File: src/sv/fjd_pkg.sv
// Shared types and constants for the job dispatcher.
// Used by fjd_front, fjd_back, the top level and fjd_checker; no dependencies.
package fjd_pkg;

  localparam int ACTION_W = 2;
  localparam int KIND_W   = 2;
  localparam int JOB_ID_W = 31;
  localparam int TIME_W   = 32;
  localparam int DUR_W    = 16;
  localparam int END_W    = 33;
  localparam int TOTAL_W  = 48;
  localparam int WORKER_W = 3;

  // action codes (slave tuser)
  localparam logic [ACTION_W-1:0] ACT_ENQUEUE = 2'd0;
  localparam logic [ACTION_W-1:0] ACT_TICK    = 2'd1;
  localparam logic [ACTION_W-1:0] ACT_REPORT  = 2'd2;

  // result kinds (master tuser)
  localparam logic [KIND_W-1:0] KIND_STATUS = 2'd0;
  localparam logic [KIND_W-1:0] KIND_ASSIGN = 2'd1;
  localparam logic [KIND_W-1:0] KIND_TOTAL  = 2'd2;

  localparam logic [TIME_W-1:0]  TIME_MAX  = '1;
  localparam logic [TOTAL_W-1:0] TOTAL_MAX = '1;

  // one job, job_id in the lowest bits
  typedef struct packed {
    logic [DUR_W-1:0]    service_time;
    logic [TIME_W-1:0]   arrival_time;
    logic [JOB_ID_W-1:0] job_id;
  } job_t;

  // slave tdata layout, padded to 80 bits
  typedef struct packed {
    logic pad;
    job_t job;
  } in_data_t;

  // master tdata layout, padded to 184 bits
  typedef struct packed {
    logic [3:0]          pad;
    logic [TOTAL_W-1:0]  total_service;
    logic [TIME_W-1:0]   wait_time;
    logic [END_W-1:0]    end_time;
    logic [TIME_W-1:0]   start_time;
    logic [WORKER_W-1:0] worker_number;
    logic [JOB_ID_W-1:0] out_job_id;
    logic                accepted;
  } out_data_t;

  // classified command handed from front to back
  typedef struct packed {
    logic [ACTION_W-1:0] action;
    job_t                job;
  } cmd_t;

  // one result transaction
  typedef struct packed {
    logic [KIND_W-1:0] kind;
    logic              last;
    out_data_t         data;
  } result_t;

endpackage

File: src/sv/fjd_front.sv
// Front end of the job dispatcher: accepts stream transactions, drops unknown
// actions and queues commands in a two-entry queue. Depends on fjd_pkg.
module fjd_front (
  input  logic                          clk,
  input  logic                          rst,
  input  logic                          s_tvalid,
  output logic                          s_tready,
  input  logic [79:0]                   s_tdata,   // job_id, arrival_time, service_time
  input  logic [fjd_pkg::ACTION_W-1:0]  s_tuser,   // action
  output logic                          cmd_valid,
  output fjd_pkg::cmd_t                 cmd,
  input  logic                          cmd_ready
);

  fjd_pkg::cmd_t     slot [2];
  fjd_pkg::in_data_t in_data;
  logic [1:0]        fill;
  logic              wr_ptr;
  logic              rd_ptr;
  logic              known;
  logic              push;
  logic              pop;

  assign in_data   = s_tdata;
  assign known     = (s_tuser == fjd_pkg::ACT_ENQUEUE) || (s_tuser == fjd_pkg::ACT_TICK) ||
                     (s_tuser == fjd_pkg::ACT_REPORT);
  assign s_tready  = (fill != 2'd2);
  assign push      = s_tvalid && s_tready && known;
  assign cmd_valid = (fill != 2'd0);
  assign pop       = cmd_valid && cmd_ready;
  assign cmd       = slot[rd_ptr];

  always_ff @(posedge clk) begin
    if (rst) begin
      fill   <= 2'd0;
      wr_ptr <= 1'b0;
      rd_ptr <= 1'b0;
    end else begin
      if (push) begin
        wr_ptr <= ~wr_ptr;
      end
      if (pop) begin
        rd_ptr <= ~rd_ptr;
      end
      fill <= fill + {1'b0, push} - {1'b0, pop};
    end
  end

  always_ff @(posedge clk) begin
    if (push) begin
      slot[wr_ptr] <= '{action: s_tuser, job: in_data.job};
    end
  end

endmodule

File: config.mk
export PLATFORM = sky130hd
export DESIGN_NAME = fjd_front
export DESIGN_NICKNAME = d
export VERILOG_FILES = /design/src/sv/fjd_pkg.sv /design/src/sv/fjd_front.sv
export SDC_FILE = /design/constraint.sdc
export NUM_CORES = 1
export LEC_CHECK = 0
export BUFFER_PORTS_ARGS = -buffer_cell sky130_fd_sc_hd__buf_4
export CAP_MARGIN = 20
export CORE_MARGIN = 2
export CORE_UTILIZATION = 47
export DETAILED_ROUTE_END_ITERATION = 7
export PLACE_DENSITY = 0.8
export RECOVER_POWER = 50
export SYNTH_ARGS = -nofsm -noshare
export SYNTH_HDL_FRONTEND = slang
export SYNTH_SLANG_ARGS = --single-unit
File: constraint.sdc
create_clock -name clk -period 4.6 [get_ports clk]
set_clock_uncertainty 0.2 [all_clocks]
set_input_delay 0.23 -clock clk [delete_from_list [all_inputs] [get_ports clk]]
set_output_delay 0.23 -clock clk [all_outputs]
set_load 0.02 [all_outputs]
==> results.toml <==
[cells_and_area]
stdcell_area_um2 = 8990
instances_no_fill = 731
fillCellCount = 786
diodes = 0
seqCellArea_um2 = 4970
area_growth_pct = 47.4
multiInputGateArea_um2 = 1080
drive_above_1_share = 0.338
final_net_count = 633

[global_route]
first_global_vias = 3862
grt_max_degree = 82
grtUsageTotal = 0.180
grt_overflow = 0
antenna_found_initial = 0
grt_pass1_wl_um = 19300

[detailed_routing]
wirelength_um = 12100
ant_nets = 0
firstDrtPassIters = 4
drc_errors = 0
routed_via_density = 4.76
drtIter0Drc = 197
routedWlPerCell_um = 16.5
vias = 3479

[setup_path]
crit_chain = "dlygate4sd3_1 > clkbuf_1 > a21boi_0 > nand2_1 > nor2_4 > buf_12"
path_max_fanout = 51
required_ns = 4.48
cpMaxStageDelayCell = "nor2_4"
crit_type = "input pin to flop"
slowest_delay_ns = 0.77
worst-r2r-setup-slack_ns = 2.15
arrival_ns = 2.98
cp-start-kind = "input pin"
endpoint_kind = "flop"
r2r-start = "fill[0]$_SDFF_PP0_"
cp-startpoint = "s_tuser[0]"

[clocking]
cts-root-buf = "clkbuf_16"
cts_hold_buf = 83
clkTransAtPathRegs_ns = 0.06
cts_resized = 0
cts_max_level = 4
cts_tree = "done"
cts_sinks = 167
cts_inserted_buffers = 17
cts_buffer_depth = 2
clock_latency_ns = 0.40
post_cts_buffers = 0

[place]
place_inst = 614
placed_area_um2 = 7560
io_buffers = 167
hpwl_um = 6720
gp_congestion = 0.683

[floorplan]
num_rows = 41
die_area_um2 = 13900
die_w_um = 118
core_um2 = 12600
start_util = 0.483
die_h_um = 118
design.portCount = 169

[outcome]
status = "finished, final reports clean"

[logic_synthesis]
yosysTopAreaCell = "edfxtp_1"
yosysUniqueCellTypes = 22
synth_area_leaders = "edfxtp_1 (80%), mux2_1 (14%), dfxtp_1 (1.6%), buf_2 (0.66%), mux2_2 (0.55%)"
syn_area_um2 = 6100
syn_avg_cell_area_um2 = 21.5
synth_top_area_share = 0.798
ys_warn_count = 0
synth_seq_cells = 167
syn-instance-count = 283
yosysSeqAreaShare = 0.814
syn_nets = 370

[timing]
fmax_ghz = 0.323
setup_tns_ns = 0
period_share = 0.674
rsz0062_at_grt = "no"
finalSetupViolations = 0
period_needed_ns = 3.10
slew_violations = 0
hold_viol_final = 0
worst_pin_slew_ns = 0.936
relSlewSlack = 0.374

[hold_path]
min_from = "cmd_ready"
hp-class = "input pin to flop"

[power]
p_leak_nw = 3.35
power.total_mw = 4.35
ir_worst_vdd_mv = 0.290
p_per_area_nw_per_um2 = 484

[run]
max-cap-violations = 0
-- routing by layer --
layer  GRT usage  vias to the layer above  routed length [um]
met5           0                        -                   0
met4      0.0572                        0                 110
met3      0.0601                        7                 670
met2       0.329                      117                6650
met1       0.198                     1711                4630
li1            -                     1644                   -
-- metrics by stage --
stage,hold slack [ns],util,setup WS (ns)
floorplan,0.102,-,1.07
global placement,0.214,0.599,2.18
detailed placement,0.218,0.599,2.13
CTS,0.000593,0.715,2.01
global route,0.0183,0.712,1.36
finish,0.0175,0.712,1.50
-- worst paths after layout --
path                                 to  depth (start not counted)
hold / removal      rd_ptr$_SDFFE_PP0P_                          4
setup reg to reg  slot[0][52]$_DFFE_PP_                          4
setup / recovery  slot[0][52]$_DFFE_PP_                          6
hold reg to reg     rd_ptr$_SDFFE_PP0P_                          2
-- cell type report --
| type | instances | area share |
|---|---|---|
| timing repair buffer | 253 | 0.233 |
| sequential | 167 | 0.553 |
| multi-input combinational | 107 | 0.120 |
| clock inverter | 15 | 0.0230 |
| clock buffer | 17 | 0.0473 |
| tap | 172 | 0.0239 |
-- critical path, delay by kind of cell --
family | cells | cell delay (ns)
AND/OR/NAND/NOR | 2 | 1.02
AO/OA/AOI/OAI | 1 | 0.64
buffers and inverters | 3 | 1.01
-- power breakdown --
| part | switching (mW) | internal, mW |
|---|---|---|
| registers | 0.0744 | 1.83 |
| clock network | 0.535 | 0.955 |
| logic | 0.506 | 0.449 |
| total | 1.12 | 3.24 |
-- cells in the final DEF (no fill, tap or decap), types with 2 or more instances in the layout --
cell type / count
mux2_2: 3
xor2_1: 2
edfxtp_1: 162
clkbuf_4: 67
clkbuf_1: 16
clkinv_2: 4
mux2_1: 79
buf_12: 2
nor2b_1: 3
nor2_1: 5
buf_4: 84
dlygate4sd3_1: 83
clkbuf_16: 17
dfxtp_1: 4
nand2_1: 3
clkinv_1: 3
bufinv_16: 5
a21oi_1: 2
-- registers in the layout, indices dropped and copies added, names as in the netlist, named ones only --
register / cells
slot: 162
fill: 2
rd_ptr: 1
wr_ptr: 1
-- kinds of logic (layout without fill, tap and decap cells) --
kind of cell / Yosys count / after routing / synth area share
DFF: 167 / 167 / 0.814
muxes: 82 / 82 / 0.152
and+or+nand+nor: 17 / 17 / 0.0148
buffers and inverters: 9 / 285 / 0.00718
AOI/OAI and AO/OA: 5 / 5 / 0.00677
xor gates and xnor gates: 2 / 2 / 0.00287
adders and majority gates: 1 / 1 / 0.00205
-- synthesized netlist by cell type, drive strengths merged --
| library cell | n |
|---|---|
| nand3 | 1 |
| a21oi | 2 |
| nor2b | 3 |
| clkbuf | 1 |
| nand2 | 3 |
| nand2b | 1 |
| xor2 | 2 |
| o21ai | 1 |
| or2 | 1 |
| edfxtp | 162 |
| mux2 | 82 |
| nor2 | 6 |
| and3 | 1 |
| a211oi | 1 |
| a21boi | 1 |
| or3 | 1 |
| ha | 1 |
| dfxtp | 5 |
| buf | 8 |
Power figures use the tool's default switching activity.
